`src/design/wtcm_pkg.sv`:
```
// ----------------------------------------------------------------------------
// wtcm_pkg
// Widths, codes and shared types of the wall texel coordinate mapper.
// ----------------------------------------------------------------------------
package wtcm_pkg;

   localparam int TEX_SIZE  = 64;
   localparam int FRAC_BITS = 16;
   localparam int TEX_BITS  = $clog2(TEX_SIZE);

   // field widths
   localparam int ROW_W   = 12;
   localparam int DIR_W   = 19;
   localparam int POS_W   = 24;
   localparam int DIST_W  = 24;
   localparam int CELL_W  = 8;
   localparam int SLICE_W = 16;

   // hit = (pos << F) + dist * dir - (cell << 2F), all exact
   localparam int POS_SH_W  = POS_W + FRAC_BITS;
   localparam int CELL_SH_W = CELL_W + 2 * FRAC_BITS;
   localparam int BASE_W    = ((POS_SH_W > CELL_SH_W) ? POS_SH_W : CELL_SH_W) + 1;
   localparam int PROD_W    = DIST_W + DIR_W;
   localparam int HIT_W     = ((BASE_W > PROD_W) ? BASE_W : PROD_W) + 1;
   localparam int COL_SHIFT = 2 * FRAC_BITS - TEX_BITS;

   // texel row: (row - mid + slice/2) * TEX_SIZE / slice
   localparam int NUM_W     = SLICE_W + 2;
   localparam int MAG_W     = NUM_W - 1;
   localparam int DVD_W     = MAG_W + TEX_BITS;
   localparam int DIV_STEPS = DVD_W;

   localparam logic [TEX_BITS-1:0] TEX_MAX = TEX_BITS'(TEX_SIZE - 1);

   // face textures
   localparam logic [1:0] TEX_ID_NORTH = 2'd0;
   localparam logic [1:0] TEX_ID_SOUTH = 2'd1;
   localparam logic [1:0] TEX_ID_WEST  = 2'd2;
   localparam logic [1:0] TEX_ID_EAST  = 2'd3;

   // configuration registers
   localparam int CSR_IDX_W  = 4;
   localparam int CSR_DATA_W = 12;
   localparam logic [CSR_IDX_W-1:0] CSR_SCREEN_HEIGHT = CSR_IDX_W'(0);
   localparam logic [CSR_IDX_W-1:0] CSR_MID_ROW       = CSR_IDX_W'(1);
   localparam logic [CSR_DATA_W-1:0] SCREEN_HEIGHT_RST = CSR_DATA_W'(480);
   localparam logic [CSR_DATA_W-1:0] MID_ROW_RST       = CSR_DATA_W'(240);

   // queue between front and back
   localparam int QUEUE_DEPTH = 4;
   localparam int QPTR_W      = $clog2(QUEUE_DEPTH);
   localparam int QCNT_W      = $clog2(QUEUE_DEPTH + 1);

   typedef struct packed {
      logic [1:0]          texture_id;
      logic                draw_range;
      logic [BASE_W-1:0]   base;
      logic [PROD_W-1:0]   prod;
      logic                num_neg;
      logic [MAG_W-1:0]    num_mag;
      logic [SLICE_W-1:0]  divisor;
   } front_entry_type;

endpackage

```
`src/design/wtcm_req_if.sv`:
```
// ----------------------------------------------------------------------------
// wtcm_req_if
// Request channel: one screen row of a wall column.
// ----------------------------------------------------------------------------
interface wtcm_req_if;
   logic                                 valid;
   logic                                 ready;
   logic [wtcm_pkg::ROW_W-1:0]           row;
   logic                                 side;
   logic signed [wtcm_pkg::DIR_W-1:0]    dir_x;
   logic signed [wtcm_pkg::DIR_W-1:0]    dir_y;
   logic [wtcm_pkg::POS_W-1:0]           player_x;
   logic [wtcm_pkg::POS_W-1:0]           player_y;
   logic [wtcm_pkg::DIST_W-1:0]          wall_distance;
   logic [wtcm_pkg::CELL_W-1:0]          cell_x;
   logic [wtcm_pkg::CELL_W-1:0]          cell_y;
   logic [wtcm_pkg::SLICE_W-1:0]         slice_height;
   logic [wtcm_pkg::ROW_W-1:0]           draw_first;
   logic [wtcm_pkg::ROW_W-1:0]           draw_last;

   modport source (
      output valid, row, side, dir_x, dir_y, player_x, player_y, wall_distance,
             cell_x, cell_y, slice_height, draw_first, draw_last,
      input  ready
   );
   modport sink (
      input  valid, row, side, dir_x, dir_y, player_x, player_y, wall_distance,
             cell_x, cell_y, slice_height, draw_first, draw_last,
      output ready
   );
endinterface

```
`src/design/wtcm_rsp_if.sv`:
```
// ----------------------------------------------------------------------------
// wtcm_rsp_if
// Response channel: texture select and texel coordinates of one pixel.
// ----------------------------------------------------------------------------
interface wtcm_rsp_if;
   logic                            valid;
   logic                            ready;
   logic                            draw_pixel;
   logic [1:0]                      texture_id;
   logic [wtcm_pkg::TEX_BITS-1:0]   texel_column;
   logic [wtcm_pkg::TEX_BITS-1:0]   texel_row;

   modport source (
      output valid, draw_pixel, texture_id, texel_column, texel_row,
      input  ready
   );
   modport sink (
      input  valid, draw_pixel, texture_id, texel_column, texel_row,
      output ready
   );
endinterface

```
`src/design/wtcm_csr_if.sv`:
```
// ----------------------------------------------------------------------------
// wtcm_csr_if
// Configuration write channel: register index and write data.
// ----------------------------------------------------------------------------
interface wtcm_csr_if;
   logic                              valid;
   logic                              ready;
   logic [wtcm_pkg::CSR_IDX_W-1:0]    index;
   logic [wtcm_pkg::CSR_DATA_W-1:0]   data;

   modport source (output valid, index, data, input ready);
   modport sink   (input valid, index, data, output ready);
endinterface

```
`src/design/wtcm_front.sv`:
```
// ----------------------------------------------------------------------------
// wtcm_front
// Takes requests, holds the configuration registers, picks the face texture,
// forms the hit product and the texel row numerator for the back end.
// ----------------------------------------------------------------------------
module wtcm_front (
   input  logic                          clock,
   input  logic                          reset,
   wtcm_req_if.sink                      req_ch,
   wtcm_csr_if.sink                      csr_ch,
   output logic                          push_valid,
   input  logic                          push_ready,
   output wtcm_pkg::front_entry_type     push_data
);

   logic [wtcm_pkg::CSR_DATA_W-1:0] screen_height_ff, screen_height_in;
   logic [wtcm_pkg::CSR_DATA_W-1:0] mid_row_ff, mid_row_in;

   logic                                 f1_valid_ff, f1_valid_in;
   logic [wtcm_pkg::ROW_W-1:0]           f1_row_ff;
   logic                                 f1_side_ff;
   logic signed [wtcm_pkg::DIR_W-1:0]    f1_dir_x_ff;
   logic signed [wtcm_pkg::DIR_W-1:0]    f1_dir_y_ff;
   logic [wtcm_pkg::POS_W-1:0]           f1_player_x_ff;
   logic [wtcm_pkg::POS_W-1:0]           f1_player_y_ff;
   logic [wtcm_pkg::DIST_W-1:0]          f1_dist_ff;
   logic [wtcm_pkg::CELL_W-1:0]          f1_cell_x_ff;
   logic [wtcm_pkg::CELL_W-1:0]          f1_cell_y_ff;
   logic [wtcm_pkg::SLICE_W-1:0]         f1_slice_ff;
   logic [wtcm_pkg::ROW_W-1:0]           f1_first_ff;
   logic [wtcm_pkg::ROW_W-1:0]           f1_last_ff;

   logic                                 req_fire;
   logic [wtcm_pkg::POS_W-1:0]           pos_sel;
   logic signed [wtcm_pkg::DIR_W-1:0]    dir_sel;
   logic [wtcm_pkg::CELL_W-1:0]          cell_sel;
   logic [wtcm_pkg::BASE_W-1:0]          pos_sh;
   logic [wtcm_pkg::BASE_W-1:0]          cell_sh;
   logic signed [wtcm_pkg::DIST_W:0]     dist_s;
   logic signed [wtcm_pkg::PROD_W:0]     prod_wide;
   logic [wtcm_pkg::SLICE_W-1:0]         slice_eff;
   logic [wtcm_pkg::NUM_W-1:0]           num;
   logic [wtcm_pkg::NUM_W-1:0]           num_abs;

   // configuration
   assign csr_ch.ready = 1'b1;

   always_comb begin
      screen_height_in = screen_height_ff;
      mid_row_in       = mid_row_ff;
      if (csr_ch.valid) begin
         unique case (csr_ch.index)
            wtcm_pkg::CSR_SCREEN_HEIGHT: screen_height_in = csr_ch.data;
            wtcm_pkg::CSR_MID_ROW:       mid_row_in       = csr_ch.data;
            default: ;
         endcase
      end
   end

   always_ff @(posedge clock) begin
      if (reset) begin
         screen_height_ff <= wtcm_pkg::SCREEN_HEIGHT_RST;
         mid_row_ff       <= wtcm_pkg::MID_ROW_RST;
      end else begin
         screen_height_ff <= screen_height_in;
         mid_row_ff       <= mid_row_in;
      end
   end

   // input register
   assign req_ch.ready = !f1_valid_ff || push_ready;
   assign req_fire     = req_ch.valid && req_ch.ready;

   always_comb begin
      f1_valid_in = f1_valid_ff;
      if (req_fire) begin
         f1_valid_in = 1'b1;
      end else if (push_ready) begin
         f1_valid_in = 1'b0;
      end
   end

   always_ff @(posedge clock) begin
      if (reset) begin
         f1_valid_ff <= 1'b0;
      end else begin
         f1_valid_ff <= f1_valid_in;
      end
   end

   always_ff @(posedge clock) begin
      if (req_fire) begin
         f1_row_ff      <= req_ch.row;
         f1_side_ff     <= req_ch.side;
         f1_dir_x_ff    <= req_ch.dir_x;
         f1_dir_y_ff    <= req_ch.dir_y;
         f1_player_x_ff <= req_ch.player_x;
         f1_player_y_ff <= req_ch.player_y;
         f1_dist_ff     <= req_ch.wall_distance;
         f1_cell_x_ff   <= req_ch.cell_x;
         f1_cell_y_ff   <= req_ch.cell_y;
         f1_slice_ff    <= req_ch.slice_height;
         f1_first_ff    <= req_ch.draw_first;
         f1_last_ff     <= req_ch.draw_last;
      end
   end

   // x-side faces sample along y, y-side faces along x
   always_comb begin
      if (f1_side_ff) begin
         pos_sel  = f1_player_x_ff;
         dir_sel  = f1_dir_x_ff;
         cell_sel = f1_cell_x_ff;
      end else begin
         pos_sel  = f1_player_y_ff;
         dir_sel  = f1_dir_y_ff;
         cell_sel = f1_cell_y_ff;
      end
   end

   assign pos_sh    = wtcm_pkg::BASE_W'(pos_sel) << wtcm_pkg::FRAC_BITS;
   assign cell_sh   = wtcm_pkg::BASE_W'(cell_sel) << (2 * wtcm_pkg::FRAC_BITS);
   assign dist_s    = {1'b0, f1_dist_ff};
   assign prod_wide = dist_s * dir_sel;

   assign slice_eff = (f1_slice_ff == '0) ? wtcm_pkg::SLICE_W'(1) : f1_slice_ff;
   assign num       = wtcm_pkg::NUM_W'(f1_row_ff) - wtcm_pkg::NUM_W'(mid_row_ff)
                      + wtcm_pkg::NUM_W'(slice_eff >> 1);
   assign num_abs   = num[wtcm_pkg::NUM_W-1] ? (wtcm_pkg::NUM_W'(0) - num) : num;

   always_comb begin
      if (f1_side_ff) begin
         push_data.texture_id = f1_dir_y_ff[wtcm_pkg::DIR_W-1] ?
                                wtcm_pkg::TEX_ID_SOUTH : wtcm_pkg::TEX_ID_NORTH;
      end else begin
         push_data.texture_id = f1_dir_x_ff[wtcm_pkg::DIR_W-1] ?
                                wtcm_pkg::TEX_ID_EAST : wtcm_pkg::TEX_ID_WEST;
      end
      push_data.draw_range = (f1_row_ff >= f1_first_ff) && (f1_row_ff < f1_last_ff)
                             && (f1_row_ff < screen_height_ff);
      push_data.base       = pos_sh - cell_sh;
      push_data.prod       = prod_wide[wtcm_pkg::PROD_W-1:0];
      push_data.num_neg    = num[wtcm_pkg::NUM_W-1];
      push_data.num_mag    = num_abs[wtcm_pkg::MAG_W-1:0];
      push_data.divisor    = slice_eff;
   end

   assign push_valid = f1_valid_ff;

endmodule

```
`src/design/wtcm_queue.sv`:
```
// ----------------------------------------------------------------------------
// wtcm_queue
// Short transaction queue between the front and the back end.
// ----------------------------------------------------------------------------
module wtcm_queue (
   input  logic                          clock,
   input  logic                          reset,
   input  logic                          push_valid,
   output logic                          push_ready,
   input  wtcm_pkg::front_entry_type     push_data,
   output logic                          pop_valid,
   input  logic                          pop_ready,
   output wtcm_pkg::front_entry_type     pop_data
);

   wtcm_pkg::front_entry_type       entry_ff [wtcm_pkg::QUEUE_DEPTH];
   logic [wtcm_pkg::QPTR_W-1:0]     wr_ptr_ff, wr_ptr_in;
   logic [wtcm_pkg::QPTR_W-1:0]     rd_ptr_ff, rd_ptr_in;
   logic [wtcm_pkg::QCNT_W-1:0]     count_ff, count_in;
   logic                            push_fire;
   logic                            pop_fire;

   assign push_ready = count_ff != wtcm_pkg::QCNT_W'(wtcm_pkg::QUEUE_DEPTH);
   assign pop_valid  = count_ff != '0;
   assign push_fire  = push_valid && push_ready;
   assign pop_fire   = pop_valid && pop_ready;
   assign pop_data   = entry_ff[rd_ptr_ff];

   always_comb begin
      wr_ptr_in = wr_ptr_ff;
      rd_ptr_in = rd_ptr_ff;
      count_in  = count_ff;
      if (push_fire) begin
         wr_ptr_in = (wr_ptr_ff == wtcm_pkg::QPTR_W'(wtcm_pkg::QUEUE_DEPTH - 1)) ?
                     '0 : wr_ptr_ff + 1'b1;
      end
      if (pop_fire) begin
         rd_ptr_in = (rd_ptr_ff == wtcm_pkg::QPTR_W'(wtcm_pkg::QUEUE_DEPTH - 1)) ?
                     '0 : rd_ptr_ff + 1'b1;
      end
      if (push_fire && !pop_fire) begin
         count_in = count_ff + 1'b1;
      end else if (pop_fire && !push_fire) begin
         count_in = count_ff - 1'b1;
      end
   end

   always_ff @(posedge clock) begin
      if (reset) begin
         wr_ptr_ff <= '0;
         rd_ptr_ff <= '0;
         count_ff  <= '0;
      end else begin
         wr_ptr_ff <= wr_ptr_in;
         rd_ptr_ff <= rd_ptr_in;
         count_ff  <= count_in;
      end
   end

   always_ff @(posedge clock) begin
      if (push_fire) begin
         entry_ff[wr_ptr_ff] <= push_data;
      end
   end

`ifndef SYNTH
   a_count_bound: assert property (@(posedge clock) disable iff (reset)
      count_ff <= wtcm_pkg::QCNT_W'(wtcm_pkg::QUEUE_DEPTH))
      else $error("queue count beyond depth");

   a_count_up: assert property (@(posedge clock) disable iff (reset)
      (push_fire && !pop_fire) |=> (count_ff == $past(count_ff) + wtcm_pkg::QCNT_W'(1)))
      else $error("queue count did not follow a push");
`endif

endmodule

```
`src/design/wtcm_back.sv`:
```
// ----------------------------------------------------------------------------
// wtcm_back
// Resolves the texel column from the wall hit and runs the texel row
// division one quotient bit per stage; the last stage is the output register.
// ----------------------------------------------------------------------------
module wtcm_back (
   input  logic                          clock,
   input  logic                          reset,
   input  logic                          pop_valid,
   output logic                          pop_ready,
   input  wtcm_pkg::front_entry_type     pop_data,
   wtcm_rsp_if.source                    rsp_ch
);

   typedef struct packed {
      logic                             valid;
      logic [1:0]                       texture_id;
      logic                             draw_pixel;
      logic [wtcm_pkg::TEX_BITS-1:0]    texel_column;
      logic                             num_neg;
      logic [wtcm_pkg::DVD_W-1:0]       dividend;
      logic [wtcm_pkg::SLICE_W-1:0]     rem;
      logic [wtcm_pkg::SLICE_W-1:0]     divisor;
      logic [wtcm_pkg::TEX_BITS-1:0]    quo;
   } back_stage_type;

   back_stage_type                  pipe_ff [wtcm_pkg::DIV_STEPS+1];
   back_stage_type                  pipe_in [wtcm_pkg::DIV_STEPS+1];
   logic                            advance;
   logic [wtcm_pkg::HIT_W-1:0]      hit;
   logic                            hit_neg;
   logic                            col_ok;
   logic [wtcm_pkg::TEX_BITS-1:0]   col;

   // one restoring division step
   function automatic back_stage_type div_step(back_stage_type s);
      back_stage_type               n;
      logic [wtcm_pkg::SLICE_W:0]   r2;
      logic [wtcm_pkg::SLICE_W:0]   diff;
      logic                         ge;
      n    = s;
      r2   = {s.rem, s.dividend[wtcm_pkg::DVD_W-1]};
      diff = r2 - {1'b0, s.divisor};
      ge   = r2 >= {1'b0, s.divisor};
      n.rem      = ge ? diff[wtcm_pkg::SLICE_W-1:0] : r2[wtcm_pkg::SLICE_W-1:0];
      n.dividend = s.dividend << 1;
      n.quo      = {s.quo[wtcm_pkg::TEX_BITS-2:0], ge};
      return n;
   endfunction

   assign advance   = !pipe_ff[wtcm_pkg::DIV_STEPS].valid || rsp_ch.ready;
   assign pop_ready = advance;

   // wall hit in Q.2F
   assign hit = {{(wtcm_pkg::HIT_W - wtcm_pkg::BASE_W){pop_data.base[wtcm_pkg::BASE_W-1]}},
                 pop_data.base}
              + {{(wtcm_pkg::HIT_W - wtcm_pkg::PROD_W){pop_data.prod[wtcm_pkg::PROD_W-1]}},
                 pop_data.prod};
   assign hit_neg = hit[wtcm_pkg::HIT_W-1];

   // negative hits only map inside the texture when they truncate to zero
   always_comb begin
      if (hit_neg) begin
         col_ok = (&hit[wtcm_pkg::HIT_W-1:wtcm_pkg::COL_SHIFT])
                  && (|hit[wtcm_pkg::COL_SHIFT-1:0]);
         col    = wtcm_pkg::TEX_MAX;
      end else begin
         col_ok = ~|hit[wtcm_pkg::HIT_W-1:2*wtcm_pkg::FRAC_BITS];
         col    = wtcm_pkg::TEX_MAX
                  - hit[2*wtcm_pkg::FRAC_BITS-1:wtcm_pkg::COL_SHIFT];
      end
   end

   always_comb begin
      pipe_in[0].valid        = pop_valid;
      pipe_in[0].texture_id   = pop_data.texture_id;
      pipe_in[0].draw_pixel   = pop_data.draw_range && col_ok;
      pipe_in[0].texel_column = col_ok ? col : '0;
      pipe_in[0].num_neg      = pop_data.num_neg;
      pipe_in[0].dividend     = {pop_data.num_mag, wtcm_pkg::TEX_BITS'(0)};
      pipe_in[0].rem          = '0;
      pipe_in[0].divisor      = pop_data.divisor;
      pipe_in[0].quo          = '0;
      for (int k = 0; k < wtcm_pkg::DIV_STEPS; k++) begin
         pipe_in[k+1] = div_step(pipe_ff[k]);
      end
   end

   always_ff @(posedge clock) begin
      if (reset) begin
         for (int k = 0; k <= wtcm_pkg::DIV_STEPS; k++) begin
            pipe_ff[k].valid <= 1'b0;
         end
      end else if (advance) begin
         pipe_ff <= pipe_in;
      end
   end

   assign rsp_ch.valid        = pipe_ff[wtcm_pkg::DIV_STEPS].valid;
   assign rsp_ch.draw_pixel   = pipe_ff[wtcm_pkg::DIV_STEPS].draw_pixel;
   assign rsp_ch.texture_id   = pipe_ff[wtcm_pkg::DIV_STEPS].texture_id;
   assign rsp_ch.texel_column = pipe_ff[wtcm_pkg::DIV_STEPS].texel_column;
   // quotient keeps only its low bits, so negation wraps mod texture size
   assign rsp_ch.texel_row    = pipe_ff[wtcm_pkg::DIV_STEPS].num_neg ?
                                wtcm_pkg::TEX_BITS'(0) - pipe_ff[wtcm_pkg::DIV_STEPS].quo :
                                pipe_ff[wtcm_pkg::DIV_STEPS].quo;

`ifndef SYNTH
   a_last_stage_fill: assert property (@(posedge clock) disable iff (reset)
      (advance && pipe_ff[wtcm_pkg::DIV_STEPS-1].valid)
      |=> pipe_ff[wtcm_pkg::DIV_STEPS].valid)
      else $error("transaction lost entering the output register");

   // only a valid first stage carries defined payload
   a_stall_hold: assert property (@(posedge clock) disable iff (reset)
      (!advance && pipe_ff[0].valid)
      |=> pipe_ff[0].valid
          && (pipe_ff[0].texture_id == $past(pipe_ff[0].texture_id)))
      else $error("first back stage moved during a stall");
`endif

endmodule

```
`src/design/wall_texel_coordinate_mapper_top.sv`:
```
// ----------------------------------------------------------------------------
// wall_texel_coordinate_mapper_top
// Path from request acceptance to response valid: input register, queue, hit
//   stage, 23 single-bit division stages.
// Throughput: one transaction per cycle while the response sink is ready.
// Reset: synchronous; clears valid bits, queue pointers and counts, loads
//   screen_height 480 and mid_row 240.
// ----------------------------------------------------------------------------
module wall_texel_coordinate_mapper_top (
   input  logic          clock,
   input  logic          reset,
   wtcm_req_if.sink      req_ch,
   wtcm_rsp_if.source    rsp_ch,
   wtcm_csr_if.sink      csr_ch
);

   logic                          push_valid;
   logic                          push_ready;
   wtcm_pkg::front_entry_type     push_data;
   logic                          pop_valid;
   logic                          pop_ready;
   wtcm_pkg::front_entry_type     pop_data;

   wtcm_front u_front (
      .clock      (clock),
      .reset      (reset),
      .req_ch     (req_ch),
      .csr_ch     (csr_ch),
      .push_valid (push_valid),
      .push_ready (push_ready),
      .push_data  (push_data)
   );

   wtcm_queue u_queue (
      .clock      (clock),
      .reset      (reset),
      .push_valid (push_valid),
      .push_ready (push_ready),
      .push_data  (push_data),
      .pop_valid  (pop_valid),
      .pop_ready  (pop_ready),
      .pop_data   (pop_data)
   );

   wtcm_back u_back (
      .clock     (clock),
      .reset     (reset),
      .pop_valid (pop_valid),
      .pop_ready (pop_ready),
      .pop_data  (pop_data),
      .rsp_ch    (rsp_ch)
   );

endmodule

```
`src/flat_wrapper.sv`:
```
// flat-port wrapper written by rule: the top's interface ports become plain ports
module wall_texel_coordinate_mapper_top_flat 
  (clock, reset, req_ch_valid, req_ch_row, req_ch_side, req_ch_dir_x, req_ch_dir_y, req_ch_player_x, req_ch_player_y, req_ch_wall_distance, req_ch_cell_x, req_ch_cell_y, req_ch_slice_height, req_ch_draw_first, req_ch_draw_last, req_ch_ready, rsp_ch_valid, rsp_ch_draw_pixel, rsp_ch_texture_id, rsp_ch_texel_column, rsp_ch_texel_row, rsp_ch_ready, csr_ch_valid, csr_ch_index, csr_ch_data, csr_ch_ready);
  wtcm_req_if req_ch_i ();
  wtcm_rsp_if rsp_ch_i ();
  wtcm_csr_if csr_ch_i ();
  input  logic clock;
  input  logic reset;
  input wire logic [$bits(req_ch_i.valid)-1:0] req_ch_valid;
  input wire logic [$bits(req_ch_i.row)-1:0] req_ch_row;
  input wire logic [$bits(req_ch_i.side)-1:0] req_ch_side;
  input wire logic [$bits(req_ch_i.dir_x)-1:0] req_ch_dir_x;
  input wire logic [$bits(req_ch_i.dir_y)-1:0] req_ch_dir_y;
  input wire logic [$bits(req_ch_i.player_x)-1:0] req_ch_player_x;
  input wire logic [$bits(req_ch_i.player_y)-1:0] req_ch_player_y;
  input wire logic [$bits(req_ch_i.wall_distance)-1:0] req_ch_wall_distance;
  input wire logic [$bits(req_ch_i.cell_x)-1:0] req_ch_cell_x;
  input wire logic [$bits(req_ch_i.cell_y)-1:0] req_ch_cell_y;
  input wire logic [$bits(req_ch_i.slice_height)-1:0] req_ch_slice_height;
  input wire logic [$bits(req_ch_i.draw_first)-1:0] req_ch_draw_first;
  input wire logic [$bits(req_ch_i.draw_last)-1:0] req_ch_draw_last;
  output wire logic [$bits(req_ch_i.ready)-1:0] req_ch_ready;
  output wire logic [$bits(rsp_ch_i.valid)-1:0] rsp_ch_valid;
  output wire logic [$bits(rsp_ch_i.draw_pixel)-1:0] rsp_ch_draw_pixel;
  output wire logic [$bits(rsp_ch_i.texture_id)-1:0] rsp_ch_texture_id;
  output wire logic [$bits(rsp_ch_i.texel_column)-1:0] rsp_ch_texel_column;
  output wire logic [$bits(rsp_ch_i.texel_row)-1:0] rsp_ch_texel_row;
  input wire logic [$bits(rsp_ch_i.ready)-1:0] rsp_ch_ready;
  input wire logic [$bits(csr_ch_i.valid)-1:0] csr_ch_valid;
  input wire logic [$bits(csr_ch_i.index)-1:0] csr_ch_index;
  input wire logic [$bits(csr_ch_i.data)-1:0] csr_ch_data;
  output wire logic [$bits(csr_ch_i.ready)-1:0] csr_ch_ready;
  assign req_ch_i.valid = req_ch_valid;
  assign req_ch_i.row = req_ch_row;
  assign req_ch_i.side = req_ch_side;
  assign req_ch_i.dir_x = req_ch_dir_x;
  assign req_ch_i.dir_y = req_ch_dir_y;
  assign req_ch_i.player_x = req_ch_player_x;
  assign req_ch_i.player_y = req_ch_player_y;
  assign req_ch_i.wall_distance = req_ch_wall_distance;
  assign req_ch_i.cell_x = req_ch_cell_x;
  assign req_ch_i.cell_y = req_ch_cell_y;
  assign req_ch_i.slice_height = req_ch_slice_height;
  assign req_ch_i.draw_first = req_ch_draw_first;
  assign req_ch_i.draw_last = req_ch_draw_last;
  assign req_ch_ready = req_ch_i.ready;
  assign rsp_ch_valid = rsp_ch_i.valid;
  assign rsp_ch_draw_pixel = rsp_ch_i.draw_pixel;
  assign rsp_ch_texture_id = rsp_ch_i.texture_id;
  assign rsp_ch_texel_column = rsp_ch_i.texel_column;
  assign rsp_ch_texel_row = rsp_ch_i.texel_row;
  assign rsp_ch_i.ready = rsp_ch_ready;
  assign csr_ch_i.valid = csr_ch_valid;
  assign csr_ch_i.index = csr_ch_index;
  assign csr_ch_i.data = csr_ch_data;
  assign csr_ch_ready = csr_ch_i.ready;
  wall_texel_coordinate_mapper_top u_core (.clock(clock), .reset(reset), .req_ch(req_ch_i), .rsp_ch(rsp_ch_i), .csr_ch(csr_ch_i));
endmodule
```
`config.mk`:
```
export PLATFORM = sky130hd
export DESIGN_NAME = wall_texel_coordinate_mapper_top_flat
export DESIGN_NICKNAME = d
export VERILOG_FILES = /design/src/design/wtcm_pkg.sv /design/src/design/wtcm_req_if.sv /design/src/design/wtcm_rsp_if.sv /design/src/design/wtcm_csr_if.sv /design/src/design/wtcm_front.sv /design/src/design/wtcm_queue.sv /design/src/design/wtcm_back.sv /design/src/design/wall_texel_coordinate_mapper_top.sv /design/src/flat_wrapper.sv
export SDC_FILE = /design/constraint.sdc
export NUM_CORES = 2
export LEC_CHECK = 0
export BUFFER_PORTS_ARGS = -buffer_cell sky130_fd_sc_hd__buf_2
export CAP_MARGIN = 20
export CORE_ASPECT_RATIO = 1.25
export CORE_MARGIN = 3
export CORE_UTILIZATION = 50
export DETAILED_ROUTE_END_ITERATION = 8
export GPL_ROUTABILITY_DRIVEN = 0
export PLACE_DENSITY = 0.69
export SLEW_MARGIN = 20
export SYNTH_ARGS = -nofsm -noshare
export SYNTH_HDL_FRONTEND = slang
export SYNTH_HIERARCHICAL = 1
export SYNTH_SLANG_ARGS = --single-unit
```
`constraint.sdc`:
```
create_clock -name clock -period 50.6 [get_ports clock]
set_clock_uncertainty 0.2 [all_clocks]
set_input_delay 5.06 -clock clock [delete_from_list [all_inputs] [get_ports clock]]
set_output_delay 5.06 -clock clock [all_outputs]
set_load 0.01 [all_outputs]
```
# After elaboration in Yosys (flattened, before gate mapping)
# Memory sizes are Yosys's and may differ from the RTL's. A register that Yosys moved wholly into a read port is not among the register bits.
# Index checks and enable logic that the tools add are counted.
[totals]
ff_bits = 1369
ram_bits = 484
input_bits = 200
out_inout_bits = 18
elab_cells = 348
mem_count = 1
[op_classes]
addsub = 33
multipliers = 1
n_lt_le_gt_ge = 26
n_eq_ne = 4
muxes = 43
n_bitwise = 1
n_reduce_logical = 27
[memory_table]
columns = ["memory", "depth", "width", "read_ports", "rd_clocked_by_memory_dff", "write_ports", "line", "text"]
rows = [
  ["u_core.u_queue.entry_ff", 4, 121, 1, 1, 1, "wtcm_queue.sv:16", "wtcm_pkg::front_entry_type entry_ff [wtcm_pkg::QUEUE_DEPTH];"],
]
[ops]
columns = ["operator", "count"]
rows = [
  ["$ge 17x16->1", 22],
  ["$mux 16", 22],
  ["$sub 16x16->16", 21],
  ["$add 41x43->44", 1],
  ["$mul 25x19->43", 1],
  ["$sub 40x40->41", 1],
  ["$reduce_or 26->1", 1],
  ["$lt 12x12->1", 2],
  ["$mux 24", 1],
  ["$mux 19", 1],
  ["$reduce_and 18->1", 1],
  ["$add 13x16->17", 1],
  ["$mux 17", 1],
  ["$sub 1x17->17 const A", 1],
  ["$ge 1x16->1", 1],
  ["$logic_not 16->1", 1],
  ["$sub 1x16->16", 1],
  ["$sub 12x12->13", 1],
  ["$ge 12x12->1", 1],
  ["$mux 6", 2],
  ["$reduce_or 12->1", 1],
  ["$mux 2", 5],
  ["$logic_and 1x1->1", 9],
  ["$mux 1", 8],
  ["other kinds (17)", 28],
]

# Depth between registers and ports, before layout
[depth]
depth_word = 6
ltp_mapped = 27

# Hierarchy
# Netlist, hierarchy kept.
[modules_own_cells]
columns = ["mod", "instances", "cells_each", "area_per_inst_um2", "seq_area_each_um2"]
rows = [
  ["wtcm_back", 1, 4873, 57825.5, 34533.1],
  ["wtcm_front", 1, 2430, 24857.6, 5875.6],
  ["wtcm_queue", 1, 680, 17936.0, 14714.1],
]

# Worst setup path after synthesis
# OpenSTA, ideal clock, no wires.
[synth_timing]
kind = "input port to flip-flop"
start = "in reset"
end = "reg u_core/u_back/pipe_ff[0] (netlist name), enable pin"
setup_time_ps = 2673
arrival_time_ps = 52350
t_required_ps = 47727
setup_slack_ps = -4624
path_stages = 3
n_path_buf = 2
cell_sequence = "buf_1 -> clkbuf_1 -> nor2_1"
[synth_between]
elab_chain_cells = 2
[synth_lines]
columns = ["element", "line", "text"]
rows = [
  ["start, declared", "flat_wrapper.sv:8", "input logic reset;"],
  ["$not 1->1 (no source line)", "-", ""],
  ["$reduce_and 2->1 (no source line)", "-", ""],
  ["end signal, assigned", "wtcm_back.sv:95", "pipe_ff <= pipe_in;"],
  ["end, declared", "wtcm_back.sv:27", "back_stage_type pipe_ff [wtcm_pkg::DIV_STEPS+1];"],
]
# No other way between the ends.
# A chain may end at the register's enable or synchronous reset.

# Final worst setup path
[layout_timing]
start = "in reset"
end = "reg u_core/u_back/pipe_ff[356] (netlist name), enable pin"
# The elaborated chain is that of the path after synthesis.

==> impl_metrics.env <==
export IMPL_status="finished clean"
export IMPL_hold_buffers=0
export IMPL_endpoint_kind="flop"
export IMPL_ys_async_sr_fraction=0
export IMPL_h_tree_depth=4
export IMPL_synth_area_mm2=0.101
export IMPL_clkSinkCount=1855
export IMPL_synth_cell_types=95
export IMPL_post_route_min_period_ns=8.95
export IMPL_grt_pass1_vias=63100
export IMPL_synth_cells=7983
export IMPL_antenna_found_initial=3
export IMPL_clock_fmax_mhz=112
export IMPL_worstPathMaxFanout=81
export IMPL_grt_pass1_wl_um=329000
export IMPL_path_class="in2reg"
export IMPL_cts_tree="built"
export IMPL_dpl_worst_slack_ns=40.73
export IMPL_drive_gt1_frac=0.0985
export IMPL_drcViolationCount=0
export IMPL_yosys_most_used_dff="edfxtp_1"
export IMPL_rsz0062_at_grt="false"
export IMPL_slew_viol_final=0
export IMPL_synth_warnings=6
export IMPL_syn_avg_cell_area_um2=12.6
export IMPL_synth_most_common_cell="edfxtp_1"
export IMPL_io_buffers=216
export IMPL_grt_use_total=0.199
export IMPL_netlist_top_cells_area="edfxtp_1 54%, ha_1 8.0%, fa_1 7.9%"
export IMPL_fin_crit_sh=0.177
export IMPL_die_area_mm2=0.207
export IMPL_avgViaCountPerCell=5.50
export IMPL_gr_total_overflow=0
export IMPL_final_core_util=0.553
export IMPL_cts_buffers=180
export IMPL_placementRows=183
export IMPL_maxSlewHeadroom=0.174
export IMPL_hp_class="reg2reg"
export IMPL_post_cts_buffers=0
export IMPL_firstDrtPassIters=6
export IMPL_drv_cap=0
export IMPL_initial_core_util=0.505
export IMPL_yosys_register_bits=1855
export IMPL_hold_violations=0
export IMPL_clk_pin_slew_ns=0.06
export IMPL_synth_top_area_cell="edfxtp_1"
export IMPL_cp_start_kind="primary input"
export IMPL_final_nets=9422
export IMPL_synth_edf_count=1797
export IMPL_cp_arrival_ns=9.20
export IMPL_vias=60600
export IMPL_cts_root_buffer="clkbuf_16"
export IMPL_area_growth_pct=9.66
export IMPL_ant_nets=0
export IMPL_die_w_um=407
export IMPL_coreArea_mm2=0.199
export IMPL_die_h_um=508
export IMPL_wire_per_inst_um=18.7
export IMPL_post_cts_resized=0
export IMPL_required_ns=50.86
export IMPL_multi_input_area_mm2=0.0405
export IMPL_fill_cells=16200
export IMPL_drt_initial_drc_count=3957
export IMPL_tightest_slew_ns=1.24
export IMPL_ios=218
export IMPL_insertion_delay_ns=0.85
export IMPL_hpwl_um=148000
export IMPL_routed_wirelength_um=206000
export IMPL_setup_viol=0
export IMPL_final_setup_worst_slack_ns=41.65
export IMPL_yosysSeqAreaShare=0.548
export IMPL_cts_buffer_depth=3
export IMPL_yosys_area_top_type_share=0.536
export IMPL_grt_max_degree=194
export IMPL_seqCellArea_mm2=0.0551
export IMPL_ys_top_cells_by_count="1797 x edfxtp_1, 1060 x inv_1, 640 x ha_1, 526 x a21oi_1, 504 x nand2_1"
export IMPL_fin_setup_tns_ns=0
## per-stage QoR
stage,hold slack [ns],instances,instance area [um^2]
2_1_floorplan,0.200,7998,101000
3_3_place_gp,0.201,10700,104000
3_5_place_dp,0.205,10700,104000
4_1_cts,0.191,11000,110000
5_1_grt,0.205,11000,110000
6_report,0.191,11000,110000
## layer usage
metal  track usage  up-vias  share of wire
li1              -    28700              -
met1         0.219    29900           0.37
met2         0.374     1531           0.54
met3        0.0281      535          0.042
met4         0.101        0          0.051
met5             0        -              0
## kinds of logic after synthesis
logic type | Yosys count | share of synthesized area
AO/OA/AOI/OAI | 1369 | 0.0855
XOR/XNOR | 316 | 0.0276
adder cells (fa/ha/maj) | 1039 | 0.159
buffers and inverters | 1315 | 0.0512
flip-flops | 1855 | 0.548
multiplexers | 241 | 0.0401
other | 2 | 0.0000746
AND/OR/NAND/NOR | 1846 | 0.0887
## layout by cell type (no fill, tap or decap), types with 38 or more instances in the layout
cell / instances
a21boi_0: 66
a21o_1: 131
a21oi_1: 526
and2_1: 235
buf_2: 216
buf_4: 38
clkbuf_16: 180
dfxtp_1: 56
edfxtp_1: 1797
fa_1: 399
ha_1: 640
inv_1: 1060
mux2_2: 90
mux4_2: 121
nand2_1: 504
nand2b_1: 60
nand3_1: 112
nand4_1: 96
nor2_1: 494
nor2b_1: 72
nor3_1: 77
nor4_1: 39
o21a_1: 82
o21ai_0: 270
o31ai_1: 41
or3_1: 60
xnor2_1: 186
xor2_1: 129
## path summary, 6_finish.rpt
kind,cells after the start,to,from,slack (ns)
hold reg to reg,0,u_core/u_back/pipe_ff[1067],u_core/u_back/pipe_ff[1138],0.19
setup / recovery,7,u_core/u_back/pipe_ff[356],reset,41.65
hold / removal,0,u_core/u_back/pipe_ff[1067],u_core/u_back/pipe_ff[1138],0.19
setup reg to reg,23,u_core/u_queue/entry_ff[0][71],u_core/u_front/f1_side_ff,42.08
## registers in the layout, indices dropped and copies added (netlist names), named ones only
name	count
u_core/u_queue/wr_ptr_ff	2
u_core/u_front/f1_dir_x_ff	19
u_core/u_front/f1_dist_ff	24
u_core/u_front/f1_last_ff	12
u_core/u_back/rsp_ch.draw_pixel	1
u_core/u_back/rsp_ch.valid	1
u_core/u_front/f1_cell_x_ff	8
u_core/u_queue/rd_ptr_ff	2
u_core/u_front/screen_height_ff	12
u_core/u_back/rsp_ch.texel_column	6
u_core/u_queue/count_ff	3
u_core/u_front/f1_first_ff	12
u_core/u_front/f1_dir_y_ff	19
u_core/u_queue/entry_ff	484
u_core/u_front/f1_cell_y_ff	8
u_core/u_front/f1_row_ff	12
u_core/u_back/pipe_ff	1148
u_core/u_front/f1_slice_ff	16
u_core/u_front/push_valid	1
u_core/u_back/rsp_ch.texture_id	2
u_core/u_front/mid_row_ff	12
u_core/u_front/f1_player_y_ff	24
u_core/u_front/f1_side_ff	1
u_core/u_front/f1_player_x_ff	24
## critical path, stage by stage
cell,delay [ns]
buf_2,0.10
buf_4,0.29
nor2_4,0.20
buf_4,0.78
buf_4,0.84
buf_4,0.83
buf_4,0.87
## final cells by class
class / count / area share
Antenna cell: 3 / 0.0000680
Clock buffer: 218 / 0.0422
Clock inverter: 112 / 0.0118
Inverter: 1060 / 0.0361
Multi-Input combinational cell: 4828 / 0.367
Sequential cell: 1855 / 0.500
Tap cell: 2682 / 0.0304
Timing Repair Buffer: 258 / 0.0131
Power is left out: the tool's default activity adds up to more than one toggle a clock period on the data nets, which glitch-free logic cannot reach.
